===== src/rtl/lob_pkg.sv =====
// Shared types, constants and helpers for the limit order book.
package lob_pkg;

	localparam int ORDER_SLOTS = 32;
	localparam int IDX_W       = $clog2(ORDER_SLOTS);
	localparam int CNT_W       = $clog2(ORDER_SLOTS + 1);
	localparam int MAX_TRADES  = 31;
	localparam int TRD_W       = 5;
	localparam int IN_DATA_W   = 104;
	localparam int OUT_DATA_W  = 176;
	localparam int OUT_USED_W  = 169;

	typedef enum logic [1:0] {
		OP_ADD    = 2'd0,
		OP_CANCEL = 2'd1,
		OP_MODIFY = 2'd2,
		OP_NONE   = 2'd3
	} op_t;

	typedef enum logic [2:0] {
		ST_DONE    = 3'd0,
		ST_DUP     = 3'd1,
		ST_FAK     = 3'd2,
		ST_UNKNOWN = 3'd3,
		ST_FULL    = 3'd4
	} status_t;

	typedef struct packed {
		op_t         op;
		logic [31:0] order_id;
		logic        side;
		logic [31:0] limit_price;
		logic [31:0] amount;
		logic        order_kind;
	} req_t;

	// signed order on raw bits: flip the sign bit, compare unsigned
	function automatic logic [31:0] price_key(input logic [31:0] p);
		price_key = p ^ 32'h8000_0000;
	endfunction

endpackage


===== src/rtl/lob_front.sv =====
// Request intake: unpack and classify stream requests into a short queue.
module lob_front (
	input  logic             clk,
	input  logic             arst_n,
	input  logic             s_tvalid,
	output logic             s_tready,
	input  logic [lob_pkg::IN_DATA_W-1:0] s_tdata,
	input  logic [1:0]       s_tuser,
	output logic             req_valid,
	output lob_pkg::req_t    req,
	input  logic             req_ready
);

	lob_pkg::req_t fifo_q [2];
	logic          wr_ptr_q;
	logic          rd_ptr_q;
	logic [1:0]    cnt_q;
	lob_pkg::req_t in_req;
	logic          push;
	logic          pop;

	always_comb begin
		in_req.op          = lob_pkg::op_t'(s_tuser);
		in_req.order_id    = s_tdata[31:0];
		in_req.side        = s_tdata[32];
		in_req.limit_price = s_tdata[64:33];
		in_req.amount      = s_tdata[96:65];
		in_req.order_kind  = s_tdata[97];
	end

	assign s_tready  = (cnt_q != 2'd2);
	assign req_valid = (cnt_q != 2'd0);
	assign req       = fifo_q[rd_ptr_q];
	assign push      = s_tvalid && s_tready;
	assign pop       = req_valid && req_ready;

	always_ff @(posedge clk) begin
		if (push) begin
			fifo_q[wr_ptr_q] <= in_req;
		end
	end

	always_ff @(posedge clk or negedge arst_n) begin
		if (!arst_n) begin
			wr_ptr_q <= 1'b0;
			rd_ptr_q <= 1'b0;
			cnt_q    <= 2'd0;
		end else begin
			if (push) begin
				wr_ptr_q <= ~wr_ptr_q;
			end
			if (pop) begin
				rd_ptr_q <= ~rd_ptr_q;
			end
			cnt_q <= cnt_q + 2'(push) - 2'(pop);
		end
	end

endmodule


===== config.mk =====
export PLATFORM = sky130hd
export DESIGN_NAME = lob_front
export DESIGN_NICKNAME = d
export VERILOG_FILES = /design/src/rtl/lob_pkg.sv /design/src/rtl/lob_front.sv
export SDC_FILE = /design/constraint.sdc
export NUM_CORES = 1
export LEC_CHECK = 0
export BUFFER_PORTS_ARGS = -buffer_cell sky130_fd_sc_hd__buf_2
export CORE_MARGIN = 5
export CORE_UTILIZATION = 47
export CTS_CLUSTER_DIAMETER = 80
export DETAILED_ROUTE_END_ITERATION = 8
export PLACE_DENSITY_LB_ADDON = 0.15
export SYNTH_ARGS = -nofsm -noshare
export SYNTH_HDL_FRONTEND = slang
export SYNTH_SLANG_ARGS = --single-unit

===== constraint.sdc =====
create_clock -name clk -period 5.35 [get_ports clk]
set_input_delay 0 -clock clk [delete_from_list [all_inputs] [get_ports clk]]
set_output_delay 0 -clock clk [all_outputs]
set_load 0.03 [all_outputs]

# == Yosys cells after proc, flatten, opt, wreduce, memory -nomap -nowiden ==
# Memory sizes are Yosys's and may differ from the RTL's.
# Cells that the tools add are included.
# word_totals
ff_bits,4
latchBits,0
mem_bits_rw,200
romBits,0
in_bits,110
output_inout_bits,102
elab_cells,14
n_memories,1
# op_classes
add_sub_neg,2
multipliers,0
div,0
order_cmp,0
n_eq_ne,1
n_shift,0
mux,2
bitwise,2
reduce_logical,3
# memory_table
name,depth,word_bits,rd,rd_ports_with_merged_regs,write_ports,line,rtl
fifo_q,2,100,1,0,1,lob_front.sv:14,lob_pkg::req_t fifo_q [2];
# op_table
operator,count
adder 2 x 1 -> 2 bit,1
logical AND 1 bit,2
two-way mux 1 bit,2
"inequality test 2 bit, second input constant",1
NOT 1 bit,2
nonzero test 2 bit,1
subtractor 2 x 1 -> 2 bit,1

# == Longest topological paths before layout ==
# Gate-level depths: netlist of run 1.
# depth
word_depth,4
ltp_mapped,7
ltp_nobuf,7

# == Least setup slack after synthesis of run 1 ==
# Ideal clock, no wire load.
# synth_timing
path_kind,register -> register
startpoint,reg cnt_q[1]
endpoint,"mem fifo_q[0][0] (netlist bit), enable pin"
setup_time_ps,560
t_arrival_ps,5008
required_ps,4790
path_slack_ps,-218
path_stages_with_launch,4
n_path_buf,0
period_less_slack_ps,5568
path_cell_list,dfrtp_1 nand2b_1 nand2_1 nor2_1
# synth_via
elab_chain_cells,4
# synth_lines
item,line,rtl
"start, declared",lob_front.sv:17,logic [1:0] cnt_q;
"start signal, assigned",lob_front.sv:55,cnt_q <= cnt_q + 2'(push) - 2'(pop);
inequality test 2 bit,lob_front.sv:31,assign s_tready = (cnt_q != 2'd2);
named net s_tready,lob_front.sv:6,"output logic s_tready,"
logical AND 1 bit,lob_front.sv:34,assign push = s_tvalid && s_tready;
two-way mux 1 bit,lob_front.sv:38,if (push) begin
two-way mux 1 bit (not written as such),lob_front.sv:39,fifo_q[wr_ptr_q] <= in_req;
"end, declared",lob_front.sv:14,
# The timed path passes the listed nets, and every way through them passes these cells.

==> results.ini, run 1 <==
[status]
status = finished clean

[sta]
relSlewSlack_pct = 28.6
drv_slew = 0
rsz0062_at_grt = no
setup-tns-final_ns = 0
clock_skew_ns = 0.0103
hold_viol_final = 0
period_minus_slack_ns = 2.83
finalSetupViolCount = 0
fmax_mhz = 354
tightest_slew_ns = 1.07
fin_crit_sh_pct = 52.8

[logic_synthesis]
synth-edff-count = 200
syn_inst = 328
ys_types = 17
synth_area_leaders = edfxtp_1, mux2_4, buf_12, mux2_2, dfrtp_1
synth-compound-area-share_pct = 0
synth_top_family_by_area = multiplexers
synth_top_area_cell = edfxtp_1
synth_area_mm2 = 0.00786
synth_mux_area_share_pct = 18.6
synth_flop_cell = edfxtp_1
synthXorXnorAreaFrac_pct = 0.446
synthTopCellsByCount = edfxtp_1, mux2_4, mux2_2
yosysTopAreaCellShare_pct = 76.4
synth-simple-area-share_pct = 0.414
syn_nets = 440
syn_avg_cell_area_um2 = 24.0
yosysSeqAreaShare_pct = 77.7
synth_warnings = 0
synth_most_common_cell = edfxtp_1
async_flop_share_pct = 1.96
synthAdderAreaFrac_pct = 0.318
ys_ff_latch = 204

[setup_path]
slowest_delay_ns = 1.03
crit_chain = buf_4, mux2_2, buf_2
worst_r2r_path_depth = 3
end_kind = primary output
critPathLaunchType = flip-flop
reg2reg_from = cnt_q[1]
critPathSlowestCell = dfrtp_4
crit_required_ns = 5.35
critPathMaxFanout = 53
r2r_slack_ns = 3.04
cp.arrival_ns = 2.83
reg2reg_to = fifo_q[1][49]
path_class = reg -> out

[detailed_routing]
drt-wirelength-per-cell_um = 16.4
first_iter_violations = 148
wl_um = 14500
drtAntennaViolNets = 0
vias = 4100
routed_via_density = 4.62
drc = 0
dr.pass1.iters = 4

[die]
rows = 47
dieArea_mm2 = 0.0194
io_pins = 212
die_x_um = 139
chipHeight_um = 139
coreArea_mm2 = 0.0165
start_util_pct = 47.6

[finish]
diodes = 0
nets = 766
final_cells = 887
drive_gt1_share_pct = 51.4
area_delta_synth_final_pct = 36.7
fillers = 1187

[cts]
clockBufferDepth = 3
insertion_delay_ns = 0.49
clk_pin_slew_ns = 0.06
cts_resized = 0
tritoncts = yes
cts_buffers = 22
cts_root_buffer = clkbuf_16
clkSinkCount = 204
cts_max_level = 1

[power_and_ir_drop]
switchingPower_mw = 2.05
power.internal_mw = 3.95
clkPwrFrac_pct = 23.5
power_frac_seq_pct = 39.5
cellLeakagePower_nw = 4.33
p_per_area_mw_per_mm2 = 559
p_comb_share_pct = 37.0
max-vdd-ir-drop_v = 0.000380
p_sw_share_pct = 34.2

[min_path]
hp-start = s_tdata[69]
hold_depth = 2
min_to = fifo_q[1][5]
hold_class = in -> reg

[global_routing]
grt_remaining_overflow = 0
grt_pass1_vias = 4483
grt_max_degree = 67
grt_pass1_wl_um = 23100
antenna_found_initial = 0
groute.usage.overall_pct = 14.6

[run]
cap_violations = 0

[place]
dp.cells = 746
port-buffer-count = 205
dp_hpwl_um = 8830
gp_congestion = 0.698

[logic make-up (layout without fill, tap and decap cells)]
kind of cell,after synthesis,after routing
XOR/XNOR,4,4
adder cells (fa/ha/maj),2,2
buffers and inverters,12,351
flip-flops,204,204
multiplexers,100,100
AND/OR/NAND/NOR,6,6
[state kept, by name, indices dropped and copies added (netlist names)]
signal	flops
rd_ptr_q	1
wr_ptr_q	1
fifo_q	200
cnt_q	2
[power by group through the flow]
| stage | registers, mW | clock network, mW | logic (mW) |
|---|---|---|---|
| after floorplan | 2.31 | 0 | 1.87 |
| after global placement | 2.39 | 0 | 2.18 |
| after detailed placement | 2.42 | 0 | 2.18 |
| after CTS | 2.38 | 1.45 | 2.25 |
| after global routing | 2.41 | 1.53 | 2.34 |
| final | 2.37 | 1.41 | 2.22 |
[metrics by stage]
step                setup slack, ns  util, %  power, mW  area, um^2  hold slack (ns)
global route                   2.36     65.0       6.29       10700            0.222
finish                         2.52     65.0       6.00       10700            0.233
global placement               2.97     54.6       4.57        9030           -0.194
CTS                            2.43     65.0       6.09       10700            0.211
detailed placement             2.96     54.6       4.60        9030           -0.188
floorplan                      1.46        -       4.19        7870           -0.296
[how the worst max path moves through the flow]
stage	cells after the start	start	to	slack, ns
6_report	3	rd_ptr_q	req[99]	2.52
5_1_grt	3	rd_ptr_q	req[99]	2.36
4_1_cts	3	rd_ptr_q	req[99]	2.43
3_5_place_dp	3	rd_ptr_q	req[99]	2.96
3_3_place_gp	3	rd_ptr_q	req[99]	2.97
2_1_floorplan	3	cnt_q[1]	fifo_q[0][0]	1.46
[per-layer routing]
metal,routed length [um],share of wire [%],track usage [%]
met5,0,0,0
met2,7290,50,25.5
met1,5910,41,18.2
met4,246,1.7,3.40
met3,1070,7.3,4.05
[cells in the final DEF, fill, tap and decap left out]
| cell | synthesis | layout |
|---|---|---|
| mux2_2 | 10 | 10 |
| xnor2_1 | 3 | 3 |
| clkinv_1 | 0 | 4 |
| bufinv_16 | 0 | 1 |
| xor2_1 | 1 | 1 |
| buf_12 | 9 | 1 |
| mux2_4 | 90 | 90 |
| buf_4 | 0 | 3 |
| ha_1 | 2 | 2 |
| or2_1 | 1 | 1 |
| buf_2 | 1 | 205 |
| inv_1 | 1 | 1 |
| dfrtp_4 | 0 | 1 |
| clkinv_2 | 0 | 5 |
| nand2_1 | 1 | 1 |
| edfxtp_1 | 200 | 200 |
| dfrtp_1 | 4 | 3 |
| and3_4 | 0 | 1 |
| clkbuf_8 | 0 | 2 |
| clkbuf_1 | 0 | 2 |
| nand2b_1 | 1 | 1 |
| nor2_4 | 0 | 1 |
| clkbuf_16 | 0 | 23 |
| and2_1 | 1 | 1 |
| dlygate4sd3_1 | 0 | 104 |
[worst max-delay path, delay by kind of cell (launching register included)]
kind / cells / cell delay (ns)
mux: 1 / 0.40
buf+inv: 2 / 0.90
flops: 1 / 1.03
[what timing repair did]
| action | in CTS | in global routing |
|---|---|---|
| buffers inserted | 0 | 0 |
| hold endpoints to repair | 206 | 0 |
| hold buffers | 104 | 0 |
[layout make-up]
class	count	area [um^2]	area share (%)
Clock buffer	27	611	5.68
Clock inverter	10	70.1	0.652
Inverter	1	3.75	0.0349
Multi-Input combinational cell	112	1570	14.6
Sequential cell	204	6110	56.8
Tap cell	220	275	2.56
Timing Repair Buffer	313	2110	19.6
(Power assumes the default switching activity.)
==> run 2: changes to the inputs <==
- CORE_UTILIZATION: 47 -> 52
- clock period: 5.35 -> 3 ns (I/O delays scaled with it)
==> results.ini, run 2 (same netlist as run 1, synthesis figures left out) <==
[detailed_routing]
drc = 0  ; unchanged
vias = 4159  ; +1.4%
first_iter_violations = 185  ; +25%
drtAntennaViolNets = 0  ; unchanged
drt-wirelength-per-cell_um = 17.5  ; +6.9%
dr.pass1.iters = 4  ; unchanged
wl_um = 15000  ; +3.3%
routed_via_density = 4.85  ; +5.0%

[min_path]
hold_class = in -> reg

[cts]
cts_setup_buffers = 0  ; unchanged
clockBufferDepth = 3  ; unchanged
clkSinkCount = 204  ; unchanged
tritoncts = yes
cts_max_level = 1  ; unchanged
insertion_delay_ns = 0.47  ; -0.02 ns
cts_root_buffer = clkbuf_16
clk_pin_slew_ns = 0.06  ; about the same
cts_buffers = 21  ; -4.5%

[status]
status = finished clean

[power_and_ir_drop]
cellLeakagePower_nw = 4.32  ; -0.13%
switchingPower_mw = 3.65  ; +78%
power_frac_seq_pct = 39.4  ; about the same
max-vdd-ir-drop_v = 0.000609  ; +60%
clkPwrFrac_pct = 22.5  ; -1.0 points
p_comb_share_pct = 38.1  ; +1.1 points
power.internal_mw = 7.02  ; +78%
p_sw_share_pct = 34.2  ; about the same
p_per_area_mw_per_mm2 = 996  ; +78%
power.total_mw = 10.7  ; +78%

[sta]
holdWs_ns = 0.239  ; +0.00579 ns
finalSetupViolCount = 0  ; unchanged
clock_skew_ns = 0.00915  ; -0.00114 ns
tightest_slew_ns = 0.747  ; -0.321 ns
hold_viol_final = 0  ; unchanged
setup-tns-final_ns = 0  ; unchanged
setup_slack_ns = 0.690  ; -1.83 ns
fmax_mhz = 433
period_minus_slack_ns = 2.31
drv_slew = 0  ; unchanged
relSlewSlack_pct = 50.2  ; +22 points
rsz0062_at_grt = no
fin_crit_sh_pct = 77.0

[setup_path]
end_kind = primary output
cp.arrival_ns = 2.31  ; -0.52 ns
critPathMaxFanout = 38  ; -28%
critPathLaunchType = flip-flop
r2r_slack_ns = 1.09  ; -1.95 ns
path_class = reg -> out
crit_required_ns = 3.00  ; -2.35 ns

[die]
start_util_pct = 52.3  ; +4.7 points
rows = 45  ; -4.3%
io_pins = 212  ; unchanged
coreArea_mm2 = 0.0150  ; -9.0%
die_x_um = 133  ; -4.6%
dieArea_mm2 = 0.0177  ; -8.9%
chipHeight_um = 133  ; -4.6%

[finish]
largest_reg_flops = 200  ; unchanged
drive_gt1_share_pct = 50.8  ; -0.60 points
layout_common_cells = buf_2, edfxtp_1, dlygate4sd3_1
layout_commonest_cell = buf_2
largestRegisters = fifo_q: 200 flops, cnt_q: 2 flops
diodes = 0  ; unchanged
nets = 768  ; +0.26%
largest-register = fifo_q
fin_util_pct = 71.3  ; +6.2 points
area_delta_synth_final_pct = 36.2
final_cells = 857  ; -3.4%
postLayoutCellArea_mm2 = 0.0107  ; -0.34%

[global_routing]
grt_pass1_vias = 4500  ; +0.38%
groute.usage.overall_pct = 16.8  ; +2.2 points
grt_pass1_wl_um = 23500  ; +2.0%
grt_remaining_overflow = 0  ; unchanged
grt_max_degree = 51  ; -24%
antenna_found_initial = 0  ; unchanged

[place]
place_ws_ns = 1.07  ; -1.89 ns
post_dp_cell_area_mm2 = 0.00903  ; about the same
dp.cells = 717  ; -3.9%
port-buffer-count = 205  ; unchanged
dp_hpwl_um = 9320  ; +5.6%
gp_congestion = 0.708  ; +1.3%

[run]
cap_violations = 0  ; unchanged

-- run 2: power groups by stage --
stage	combinational [mW]	clock, mW	sequential (mW)
6_report	4.06	2.40	4.20
5_1_grt	4.28	2.59	4.27
4_1_cts	4.11	2.46	4.21
3_5_place_dp	3.99	0	4.27
3_3_place_gp	3.98	0	4.23
2_1_floorplan	3.34	0	4.09
-- run 2: what timing repair did --
action                                 4_1_cts  5_1_grt
gates resized for setup                      0        0
hold buffers                               104        0
endpoints found under the hold margin      206        0
-- run 2: area by class of cell --
cell class / instances / area, um^2
Fill cell: 952 / 4320
Clock buffer: 27 / 548
Timing Repair Buffer: 316 / 2160
Tap cell: 188 / 235
Clock inverter: 9 / 88.8
Sequential cell: 204 / 6110
Inverter: 1 / 3.75
Multi-Input combinational cell: 112 / 1570
-- run 2: worst paths after layout --
path                            endpoint  cells after the start         from
min reg2reg                     cnt_q[0]                      1     cnt_q[0]
max reg2reg                fifo_q[1][20]                      3     cnt_q[1]
max                              req[52]                      3     rd_ptr_q
min in group asynchronous       rd_ptr_q                      3       arst_n
max in group asynchronous       rd_ptr_q                      3       arst_n
min                        fifo_q[1][28]                      2  s_tdata[92]
-- run 2: layer usage --
| metal | global-route usage [%] | up-vias | routed length, um |
|---|---|---|---|
| li1 | - | 1958 | - |
| met3 | 4.26 | 18 | 1060 |
| met1 | 19.6 | 2042 | 5720 |
| met2 | 31.0 | 141 | 8010 |
| met4 | 4.33 | 0 | 189 |
| met5 | 0 | - | 0 |
-- run 2: critical path: stages (launching register included) --
cell and delay, ns:
dfrtp_4 0.92, buf_12 0.37, mux2_4 0.34, buf_2 0.18
